===== config.mk =====
export PLATFORM = sky130hd
export DESIGN_NAME = saturation_contact_detector_core
export DESIGN_NICKNAME = d
export VERILOG_FILES = /design/src/hw/rtl/scd_pkg.sv /design/src/hw/rtl/scd_alu.sv /design/src/hw/rtl/saturation_contact_detector_core.sv
export SDC_FILE = /design/constraint.sdc
export NUM_CORES = 1
export LEC_CHECK = 0
export BUFFER_PORTS_ARGS = -buffer_cell sky130_fd_sc_hd__buf_2
export CAP_MARGIN = 0
export CELL_PAD_IN_SITES_DETAIL_PLACEMENT = 0
export CELL_PAD_IN_SITES_GLOBAL_PLACEMENT = 1
export CORE_MARGIN = 2
export CORE_UTILIZATION = 52
export CTS_BUF_LIST = sky130_fd_sc_hd__clkbuf_16
export DETAILED_ROUTE_END_ITERATION = 7
export PLACE_DENSITY = 0.92
export SYNTH_ARGS = -nofsm -noshare
export SYNTH_HDL_FRONTEND = slang
export SYNTH_HIERARCHICAL = 1
export SYNTH_SLANG_ARGS = --single-unit

===== constraint.sdc =====
create_clock -name clock -period 11.5 [get_ports clock]
set_clock_uncertainty 0.15 [all_clocks]
set_input_delay 0 -clock clock [delete_from_list [all_inputs] [get_ports clock]]
set_output_delay 0 -clock clock [all_outputs]
set_load 0.01 [all_outputs]

===== src/hw/rtl/scd_pkg.sv =====
// saturation contact detector: shared types and constants
// used by every module of the block, depends on nothing
`timescale 1ns / 1ps
package scd_pkg;

   localparam int unsigned LimitW    = 16;
   localparam int unsigned SwatW     = 16;
   localparam int unsigned CoordW    = 32;
   localparam int unsigned DepthOutW = 31;
   localparam int unsigned RiseW     = 17;
   localparam int unsigned DenW      = 17;
   localparam int unsigned MagW      = 32;
   localparam int unsigned ProdW     = 48;
   localparam int unsigned AluW      = 50;
   localparam int unsigned MulSteps  = 16;
   localparam int unsigned DivSteps  = 48;
   localparam int unsigned StepW     = 6;

   localparam logic [LimitW-1:0]    LimitReset = 16'd6554;
   localparam logic [DepthOutW-1:0] DepthMax   = '1;

   typedef enum logic [2:0] {
      ST_IDLE,
      ST_CHECK,
      ST_MUL,
      ST_DIV,
      ST_FIX,
      ST_EMIT
   } state_type;

   typedef enum logic {
      ALU_ADD,
      ALU_SUB
   } alu_op_type;

   typedef struct packed {
      alu_op_type          op;
      logic [AluW-1:0]     opa;
      logic [AluW-1:0]     opb;
   } alu_req_type;

endpackage


===== src/hw/rtl/scd_alu.sv =====
// saturation contact detector: shared add/subtract unit
// serves multiply, divide and final depth steps; uses scd_pkg
`timescale 1ns / 1ps
module scd_alu
   import scd_pkg::*;
(
   input  alu_req_type      alu_req,
   output logic [AluW-1:0]  alu_sum
);

   always_comb begin
      case (alu_req.op)
         ALU_ADD: alu_sum = alu_req.opa + alu_req.opb;
         ALU_SUB: alu_sum = alu_req.opa - alu_req.opb;
         default: alu_sum = alu_req.opa + alu_req.opb;
      endcase
   end

endmodule


===== src/hw/rtl/saturation_contact_detector_core.sv =====
// saturation contact detector: top level with sequencer and column state
// depends on scd_pkg and scd_alu
`timescale 1ns / 1ps
// usage
//   req channel: one beat per grid cell of a column, top to bottom,
//   last_in_column marks the bottom cell. rsp channel: at most one beat per
//   column with x, y of the detecting cell and the positive contact depth.
//   csr channel: write data is the rise limit, taken while csr_ready is high,
//   which is whenever no cell is in work.
// sequencing
//   no new cell is taken until the current one is done. a non-detecting
//   cell ends after its check; a detecting one without a usable cell above
//   goes to the depth step, with interpolation after 16 shift-add multiply
//   and 48 restoring divide steps, all on the one shared 50 bit adder.
// reset
//   synchronous, active high; limit returns to 6554, column state clears,
//   rsp_valid drops.
// stall
//   a waiting result sits in the output register while the next cells are
//   taken; only a further result holds the sequencer until the slot frees.
module saturation_contact_detector_core
   import scd_pkg::*;
(
   input  logic                        clock,
   input  logic                        reset,
   input  logic                        req_valid,
   output logic                        req_stall,
   input  logic                        req_cell_active,
   input  logic [SwatW-1:0]            req_swat_base,
   input  logic [SwatW-1:0]            req_swat_monitor,
   input  logic signed [CoordW-1:0]    req_cell_x,
   input  logic signed [CoordW-1:0]    req_cell_y,
   input  logic signed [CoordW-1:0]    req_cell_depth,
   input  logic                        req_last_in_column,
   output logic                        rsp_valid,
   input  logic                        rsp_stall,
   output logic signed [CoordW-1:0]    rsp_contact_x,
   output logic signed [CoordW-1:0]    rsp_contact_y,
   output logic [DepthOutW-1:0]        rsp_contact_depth,
   input  logic                        csr_valid,
   output logic                        csr_ready,
   input  logic [LimitW-1:0]           csr_rise_limit
);

   state_type state_ff, state_in;

   logic [LimitW-1:0]        limit_ff, limit_in;

   logic                     item_active_ff;
   logic [SwatW-1:0]         item_base_ff, item_monitor_ff;
   logic [CoordW-1:0]        item_x_ff, item_y_ff, item_z_ff;
   logic                     item_last_ff;

   logic                     above_active_ff, above_active_in;
   logic [RiseW-1:0]         above_rise_ff, above_rise_in;
   logic [CoordW-1:0]        above_depth_ff, above_depth_in;
   logic                     found_ff, found_in;

   logic [ProdW-1:0]         acc_ff, acc_in;
   logic [LimitW-1:0]        amag_ff, amag_in;
   logic [MagW-1:0]          bmag_ff, bmag_in;
   logic                     bneg_ff, bneg_in;
   logic [DenW-1:0]          den_ff, den_in;
   logic [DenW-1:0]          rem_ff, rem_in;
   logic [StepW-1:0]         step_ff, step_in;
   logic [DepthOutW-1:0]     depth_ff, depth_in;

   logic                     rsp_valid_ff, rsp_valid_in;
   logic [CoordW-1:0]        rsp_x_ff, rsp_y_ff;
   logic [DepthOutW-1:0]     rsp_depth_ff;

   logic                     req_take;
   logic                     csr_take;
   logic                     slot_free;
   logic                     rsp_load;
   logic                     step_last;

   logic [RiseW-1:0]         rise;
   logic                     detect;
   logic [RiseW:0]           den_full;
   logic                     interp;
   logic [RiseW-1:0]         amag_full;
   logic [CoordW:0]          bdiff;
   logic [CoordW:0]          bdiff_mag;
   logic                     depth_pos;
   logic                     depth_over;

   alu_req_type              alu_req;
   logic [AluW-1:0]          alu_sum;

   scd_alu u_alu (
      .alu_req (alu_req),
      .alu_sum (alu_sum)
   );

   // cell evaluation on the held beat
   assign rise      = RiseW'({1'b0, item_monitor_ff}) - RiseW'({1'b0, item_base_ff});
   assign detect    = item_active_ff &&
                      ($signed({rise[RiseW-1], rise}) > $signed({2'b00, limit_ff}));
   assign den_full  = {rise[RiseW-1], rise} - {above_rise_ff[RiseW-1], above_rise_ff};
   assign interp    = above_active_ff && !den_full[RiseW] && (den_full != '0);
   assign amag_full = rise - RiseW'({1'b0, limit_ff});
   assign bdiff     = {item_z_ff[CoordW-1], item_z_ff} -
                      {above_depth_ff[CoordW-1], above_depth_ff};
   assign bdiff_mag = bdiff[CoordW] ? (~bdiff + 1'b1) : bdiff;

   assign depth_pos  = !alu_sum[AluW-1] && (alu_sum != '0);
   assign depth_over = (alu_sum[AluW-2:DepthOutW] != '0);

   assign slot_free = !rsp_valid_ff || !rsp_stall;
   assign req_take  = req_valid && !req_stall;
   assign csr_take  = csr_valid && csr_ready;
   assign step_last = (state_ff == ST_MUL) ? (step_ff == StepW'(MulSteps - 1))
                                           : (step_ff == StepW'(DivSteps - 1));

   // next state
   always_comb begin
      state_in = state_ff;
      case (state_ff)
         ST_IDLE: begin
            if (req_valid) state_in = ST_CHECK;
         end
         ST_CHECK: begin
            if (found_ff || !detect) state_in = ST_IDLE;
            else if (interp)         state_in = ST_MUL;
            else                     state_in = ST_FIX;
         end
         ST_MUL: begin
            if (step_last) state_in = ST_DIV;
         end
         ST_DIV: begin
            if (step_last) state_in = ST_FIX;
         end
         ST_FIX: begin
            if (depth_pos) state_in = ST_EMIT;
            else           state_in = ST_IDLE;
         end
         ST_EMIT: begin
            if (slot_free) state_in = ST_IDLE;
         end
         default: state_in = ST_IDLE;
      endcase
   end

   // control outputs and shared unit selection
   always_comb begin
      req_stall   = (state_ff != ST_IDLE);
      csr_ready   = (state_ff == ST_IDLE);
      rsp_load    = (state_ff == ST_EMIT) && slot_free;
      alu_req.op  = ALU_ADD;
      alu_req.opa = '0;
      alu_req.opb = '0;
      case (state_ff)
         ST_MUL: begin
            alu_req.op  = ALU_ADD;
            alu_req.opa = AluW'({acc_ff[ProdW-2:0], 1'b0});
            alu_req.opb = amag_ff[LimitW-1] ? AluW'(bmag_ff) : '0;
         end
         ST_DIV: begin
            alu_req.op  = ALU_SUB;
            alu_req.opa = AluW'({rem_ff, acc_ff[ProdW-1]});
            alu_req.opb = AluW'(den_ff);
         end
         ST_FIX: begin
            alu_req.op  = bneg_ff ? ALU_ADD : ALU_SUB;
            alu_req.opa = {{(AluW - CoordW){item_z_ff[CoordW-1]}}, item_z_ff};
            alu_req.opb = AluW'(acc_ff);
         end
         default: begin
            alu_req.op  = ALU_ADD;
         end
      endcase
   end

   // datapath next values
   always_comb begin
      limit_in        = csr_take ? csr_rise_limit : limit_ff;
      above_active_in = above_active_ff;
      above_rise_in   = above_rise_ff;
      above_depth_in  = above_depth_ff;
      found_in        = found_ff;
      acc_in          = acc_ff;
      amag_in         = amag_ff;
      bmag_in         = bmag_ff;
      bneg_in         = bneg_ff;
      den_in          = den_ff;
      rem_in          = rem_ff;
      step_in         = step_ff;
      depth_in        = depth_ff;
      rsp_valid_in    = rsp_load ? 1'b1 : (rsp_valid_ff && rsp_stall);
      case (state_ff)
         ST_CHECK: begin
            if (!found_ff) begin
               above_active_in = item_active_ff;
               above_rise_in   = rise;
               above_depth_in  = item_z_ff;
               found_in        = detect;
            end
            if (item_last_ff) begin
               above_active_in = 1'b0;
               above_rise_in   = '0;
               above_depth_in  = '0;
               found_in        = 1'b0;
            end
            acc_in  = '0;
            amag_in = amag_full[LimitW-1:0];
            bmag_in = bdiff_mag[MagW-1:0];
            bneg_in = bdiff[CoordW];
            den_in  = den_full[DenW-1:0];
            rem_in  = '0;
            step_in = '0;
         end
         ST_MUL: begin
            acc_in  = alu_sum[ProdW-1:0];
            amag_in = {amag_ff[LimitW-2:0], 1'b0};
            step_in = step_last ? '0 : step_ff + 1'b1;
         end
         ST_DIV: begin
            if (!alu_sum[AluW-1]) begin
               rem_in = alu_sum[DenW-1:0];
            end else begin
               rem_in = {rem_ff[DenW-2:0], acc_ff[ProdW-1]};
            end
            acc_in  = {acc_ff[ProdW-2:0], !alu_sum[AluW-1]};
            step_in = step_ff + 1'b1;
         end
         ST_FIX: begin
            depth_in = depth_over ? DepthMax : alu_sum[DepthOutW-1:0];
         end
         default: begin
            step_in = step_ff;
         end
      endcase
   end

   always_ff @(posedge clock) begin
      if (reset) begin
         state_ff        <= ST_IDLE;
         limit_ff        <= LimitReset;
         above_active_ff <= 1'b0;
         above_rise_ff   <= '0;
         above_depth_ff  <= '0;
         found_ff        <= 1'b0;
         rsp_valid_ff    <= 1'b0;
         step_ff         <= '0;
      end else begin
         state_ff        <= state_in;
         limit_ff        <= limit_in;
         above_active_ff <= above_active_in;
         above_rise_ff   <= above_rise_in;
         above_depth_ff  <= above_depth_in;
         found_ff        <= found_in;
         rsp_valid_ff    <= rsp_valid_in;
         step_ff         <= step_in;
      end
   end

   always_ff @(posedge clock) begin
      if (req_take) begin
         item_active_ff  <= req_cell_active;
         item_base_ff    <= req_swat_base;
         item_monitor_ff <= req_swat_monitor;
         item_x_ff       <= req_cell_x;
         item_y_ff       <= req_cell_y;
         item_z_ff       <= req_cell_depth;
         item_last_ff    <= req_last_in_column;
      end
      acc_ff   <= acc_in;
      amag_ff  <= amag_in;
      bmag_ff  <= bmag_in;
      bneg_ff  <= bneg_in;
      den_ff   <= den_in;
      rem_ff   <= rem_in;
      depth_ff <= depth_in;
      if (rsp_load) begin
         rsp_x_ff     <= item_x_ff;
         rsp_y_ff     <= item_y_ff;
         rsp_depth_ff <= depth_ff;
      end
   end

   assign rsp_valid         = rsp_valid_ff;
   assign rsp_contact_x     = rsp_x_ff;
   assign rsp_contact_y     = rsp_y_ff;
   assign rsp_contact_depth = rsp_depth_ff;

endmodule


==> results of run 1 <==
-- kinds of logic after synthesis --
kind of cell / after synthesis / synth area share
buf+inv: 272 / 0.0406
simple gates: 656 / 0.127
fa+ha+maj: 138 / 0.0680
compound gates: 691 / 0.186
mux: 27 / 0.0106
other cells: 1 / 0.000145
xor+xnor: 177 / 0.0597
flops: 464 / 0.507
-- what timing repair did --
item / CTS / global route
endpoints found under the hold margin: 259 / 0
setup buffers: 0 / 0
hold buffers: 314 / 0
-- state kept, by name, indices dropped and copies added (netlist names), 31 cells and up --
name / count
depth_ff: 31
acc_ff: 48
item_z_ff: 32
rsp_contact_depth: 31
item_x_ff: 32
rsp_contact_y: 32
item_y_ff: 32
bmag_ff: 32
rsp_contact_x: 32
above_depth_ff: 32
-- synthesized netlist by cell type, types with 20 or more instances --
cell | count | area (µm²)
edfxtp_1 | 387 | 11600
nor2_1 | 197 | 739
inv_1 | 159 | 597
a21oi_1 | 155 | 776
nand2_1 | 150 | 563
ha_1 | 133 | 1660
xnor2_1 | 128 | 1120
o21ai_0 | 113 | 566
clkbuf_1 | 95 | 357
dfxtp_1 | 77 | 1540
a22o_1 | 76 | 666
a21o_1 | 70 | 526
a22oi_1 | 68 | 510
xor2_1 | 49 | 429
nor3_1 | 48 | 240
nand2b_1 | 41 | 257
nand3_1 | 35 | 175
and3_1 | 31 | 194
nor2b_1 | 24 | 150
mux2i_1 | 23 | 230
nand4_1 | 21 | 131
a31oi_1 | 20 | 125
-- routing by layer --
| layer | GRT usage | share of wire | vias to the layer above |
|---|---|---|---|
| li1 | - | - | 10100 |
| met1 | 0.382 | 0.44 | 10300 |
| met2 | 0.458 | 0.47 | 762 |
| met3 | 0.0378 | 0.061 | 117 |
| met4 | 0.0875 | 0.025 | 0 |
| met5 | 0 | 0 | - |
-- cell type report --
class / count / area (µm²) / share of cell area
inverter: 160 / 601 / 0.0184
clock inverter: 42 / 455 / 0.0139
tap: 664 / 831 / 0.0254
clock buffer: 50 / 1250 / 0.0383
timing repair buffer: 584 / 4550 / 0.139
antenna: 2 / 5.00 / 0.000153
multi-input combinational: 1692 / 11800 / 0.361
sequential: 464 / 13200 / 0.403
-- final timing paths --
kind | startpoint | depth (start not counted) | end
max | state_ff[0] | 34 | state_ff[0]
min | req_cell_y[6] | 2 | item_y_ff[6]
max reg2reg | state_ff[0] | 34 | state_ff[0]
min reg2reg | depth_ff[21] | 0 | rsp_contact_depth[21]
-- power by group --
group          total, W  internal (W)  switching [W]
Combinational   0.00231      0.000906        0.00140
Sequential      0.00212       0.00203      0.0000853
Clock           0.00167      0.000963       0.000703
-- stage by stage --
step                      worst slack [ns]  power, W   util
final                                 2.20   0.00609  0.666
after global routing                  1.09   0.00641  0.666
after CTS                             2.23   0.00606  0.666
after detailed placement              2.72   0.00431  0.567
after global placement                2.95   0.00428  0.567
after floorplan                       4.49   0.00373      -
==> results.toml, run 1 <==
[global_routing]
grt_max_degree = 78
antenna_found_initial = 3
grt_pass1_wl_um = 113000
grt_pass1_vias = 20600
gr-total-overflow = 0
grtUsageTotal = 0.278

[worst_hold_path]
hold_path_class = "input port to flop"

[placement]
dp_hpwl_um = 48100
place_area_mm2 = 0.0278
place_inst = 3250
portBuffers = 248
place_congestion = 0.925

[clock_tree]
clk_pin_slew_ns = 0.07
cts_buffers = 50
clockBufferDepth = 3
cts_tree = "yes"
clockRootBuffer = "clkbuf_16"
cts_sinks = 464
worst_skew_pair.late_latency_ns = 0.62
htreeDepth = 2
cts_resized = 0

[timing]
max_freq_ghz = 0.108
grt_setup_unrepaired = "no"
setup_viol_count_final = 0
tns_ns = 0
hold_violations = 0
tightest_slew_ns = 1.11
relSlewSlack = 0.258
fin_crit_sh = 0.809
final_max_slew_viol_count = 0
hold_slack_ns = 0.0318
fin_crit_ns = 9.30

[floorplanning]
die_width_um = 227
coreArea_mm2 = 0.0491
die_h_um = 227
die_area_mm2 = 0.0517
ios = 249
rows = 81
start_util = 0.529

[route]
drc_errors = 0
num_vias = 21300
drtIter0Drc = 1857
wl_per_cell_um = 19.7
drtPass1Iterations = 7
ant_nets = 0
wl_um = 71900
vias_per_cell = 5.81

[cells_and_area]
final_common_cell = "edfxtp_1"
finalInstanceArea_mm2 = 0.0327
layout_common_cells = "387 x edfxtp_1, 314 x dlygate4sd3_1, 248 x buf_2"
final_cells = 3658
syn_to_final_growth_pct = 25.9
fillers = 3697
drive_gt1_frac = 0.136
layout.nets = 3241

[critical_path]
critPathMaxFanout = 46
crit_top_cell = "nor3_1"
critPathLaunchType = "flop"
slowest_stage = "dfxtp_1"
cp_num_buf_inv = 5
cp.arrival_ns = 9.64
rrSetupSlack_ns = 2.20
crit_required_ns = 11.84
end_kind = "flop"
slowest_delay_ns = 0.93
path_delay_family = "simple AND/OR/NAND/NOR gates"
crit_type = "flop to flop"

[synthesis]
yosysWarnings = 6
synth_flop_cell = "edfxtp_1"
yosysUniqueCellTypes = 98
async_flop_share = 0
synth_area_mm2 = 0.0259
syn_area_per_cell_um2 = 10.7
syn_inst = 2426
synth-seq-cells = 464
synth_edf_count = 387
ys_seq_area_frac = 0.507

[power]
leakage_nw = 12.9
ir_drop_uv = 128
p_per_area_mw_per_mm2 = 187

[status]
outcome = "completed"

[flow_run]
cap_violations = 0
Power figures use the tool's default switching activity.
==> run 2, diff against run 1 <==
--- a/config.mk
+++ b/config.mk
@@ -10,10 +10,10 @@
 export CELL_PAD_IN_SITES_DETAIL_PLACEMENT = 0
 export CELL_PAD_IN_SITES_GLOBAL_PLACEMENT = 1
 export CORE_MARGIN = 2
-export CORE_UTILIZATION = 52
+export CORE_UTILIZATION = 48
 export CTS_BUF_LIST = sky130_fd_sc_hd__clkbuf_16
 export DETAILED_ROUTE_END_ITERATION = 7
-export PLACE_DENSITY = 0.92
+export PLACE_DENSITY = 0.86
 export SYNTH_ARGS = -nofsm -noshare
 export SYNTH_HDL_FRONTEND = slang
 export SYNTH_HIERARCHICAL = 1
==> constraint.sdc (replaced) <==
create_clock -name clock -period 9 [get_ports clock]
set_clock_uncertainty 0.15 [all_clocks]
set_input_delay 0 -clock clock [delete_from_list [all_inputs] [get_ports clock]]
set_output_delay 0 -clock clock [all_outputs]
set_load 0.01 [all_outputs]
==> results.toml, run 2 (same netlist as run 1, synthesis figures left out) <==
[cells_and_area]
layout_common_cells = "387 x edfxtp_1, 318 x dlygate4sd3_1, 248 x buf_2"
final_cells = 3695
syn_to_final_growth_pct = 27.0
largest_reg_flops = 48
regMostFlops = "acc_ff"
final_common_cell = "edfxtp_1"
layout.nets = 3246
drive_gt1_frac = 0.138
fin_util = 0.615

[route]
vias_per_cell = 5.72
drtIter0Drc = 1977
ant_nets = 0
drtPass1Iterations = 7
drc_errors = 0
num_vias = 21100
wl_per_cell_um = 19.4
wl_um = 71800

[global_routing]
antenna_found_initial = 3
grt_pass1_wl_um = 113000
grt_max_degree = 75
grtUsageTotal = 0.252
gr-total-overflow = 0
grt_pass1_vias = 20800

[critical_path]
crit_type = "flop to flop"
crit_top_cell = "o21ai_0"
worstReg2RegEnd = "state_ff[2]"
end_kind = "flop"
reg2reg_depth = 29
slowest_stage = "dfxtp_1"
crit_required_ns = 9.37
critPathMaxFanout = 32
critPathLaunchType = "flop"
slowest_delay_ns = 0.65
cp.arrival_ns = 8.65
reg2reg_from = "state_ff[0]"
rrSetupSlack_ns = 0.72

[flow_run]
cap_violations = 0

[timing]
max_freq_ghz = 0.121
relSlewSlack = 0.152
fin_ws_ns = 0.720
setup_viol_count_final = 0
fin_crit_sh = 0.920
hold_slack_ns = 0.216
final_max_slew_viol_count = 0
fin_crit_ns = 8.28
grt_setup_unrepaired = "no"
tightest_slew_ns = 1.27
tns_ns = 0
hold_violations = 0

[power]
p_int_w = 0.00517
pwr-share-seq = 0.336
clkPwrFrac = 0.291
leakage_nw = 13.1
p_per_area_mw_per_mm2 = 243
switching_share = 0.355
power_frac_comb = 0.373
power_switching_w = 0.00285
ir_drop_uv = 158

[placement]
place_inst = 3282
portBuffers = 248
dp_slack_ns = 0.872
dp_hpwl_um = 49300
place_congestion = 0.919

[floorplanning]
die_area_mm2 = 0.0559
die_width_um = 237
coreArea_mm2 = 0.0536
start_util = 0.484
die_h_um = 237
rows = 85
ios = 249

[clock_tree]
clockRootBuffer = "clkbuf_16"
worst_skew_pair.late_latency_ns = 0.63
cts_sinks = 464
clk_pin_slew_ns = 0.06
cts_buffers = 51
cts_tree = "yes"
htreeDepth = 2
clockBufferDepth = 3
post_cts_buffers = 0

[worst_hold_path]
holdPathEnd = "state_ff[1]"
hp-start = "reset"
min_delay_path_depth = 5
hold_path_class = "input port to flop"

[status]
outcome = "completed"
-- run 2: changes by cell type in the layout (fill, tap and decap cells not counted), sizes merged --
cell and change:
clkinv +4, bufinv +4, clkinvlp -5, inv -6, clkbuf +4, dlygate4sd3 +4
-- run 2: metrics by stage --
step                      area (µm²)  total power, W
after floorplan                26000         0.00476
after global placement         27900         0.00551
after detailed placement       27900         0.00554
after CTS                      32900         0.00798
after global routing           32900         0.00842
final                          32900         0.00802
-- run 2: how the worst max path moves through the flow --
stage / start / cells after the start / slack (ns) / end
floorplan: state_ff[0] / 33 / 1.99 / state_ff[2]
global placement: state_ff[0] / 29 / 0.94 / state_ff[2]
detailed placement: state_ff[0] / 29 / 0.87 / state_ff[2]
CTS: state_ff[0] / 27 / 0.84 / state_ff[2]
global route: state_ff[0] / 29 / 0.09 / state_ff[2]
finish: state_ff[0] / 29 / 0.72 / state_ff[2]
-- run 2: area by class of cell --
cell class	instances	area, µm²
Multi-Input combinational cell	1692	11800
Tap cell	696	871
Fill cell	4323	20700
Sequential cell	464	13200
Timing Repair Buffer	588	4590
Inverter	160	601
Clock buffer	54	1350
Antenna cell	2	5.00
Clock inverter	39	556
-- run 2: worst max-delay path: cells and delay by family (launching register included) --
kind | cells | cell delay [ns]
simple gates | 16 | 4.34
xor+xnor | 1 | 0.06
buf+inv | 1 | 0.15
flops | 1 | 0.65
fa+ha+maj | 1 | 0.43
compound gates | 10 | 2.36
-- run 2: power groups by stage --
stage	sequential (W)	clock, W	combinational, W
floorplan	0.00270	0	0.00206
global placement	0.00273	0	0.00278
detailed placement	0.00274	0	0.00280
CTS	0.00270	0.00236	0.00293
global route	0.00271	0.00245	0.00325
finish	0.00270	0.00233	0.00299
-- run 2: repair_timing --
item                                   CTS  global route
hold buffers                           318             0
resized for setup                        0             0
endpoints found under the hold margin  268             0
-- run 2: routing by layer --
metal	GRT usage	up-vias	wire length (µm)
met1	0.350	10200	32400
met5	0	-	0
met4	0.0876	0	2300
met2	0.406	708	32700
li1	-	10100	-
met3	0.0342	131	4420
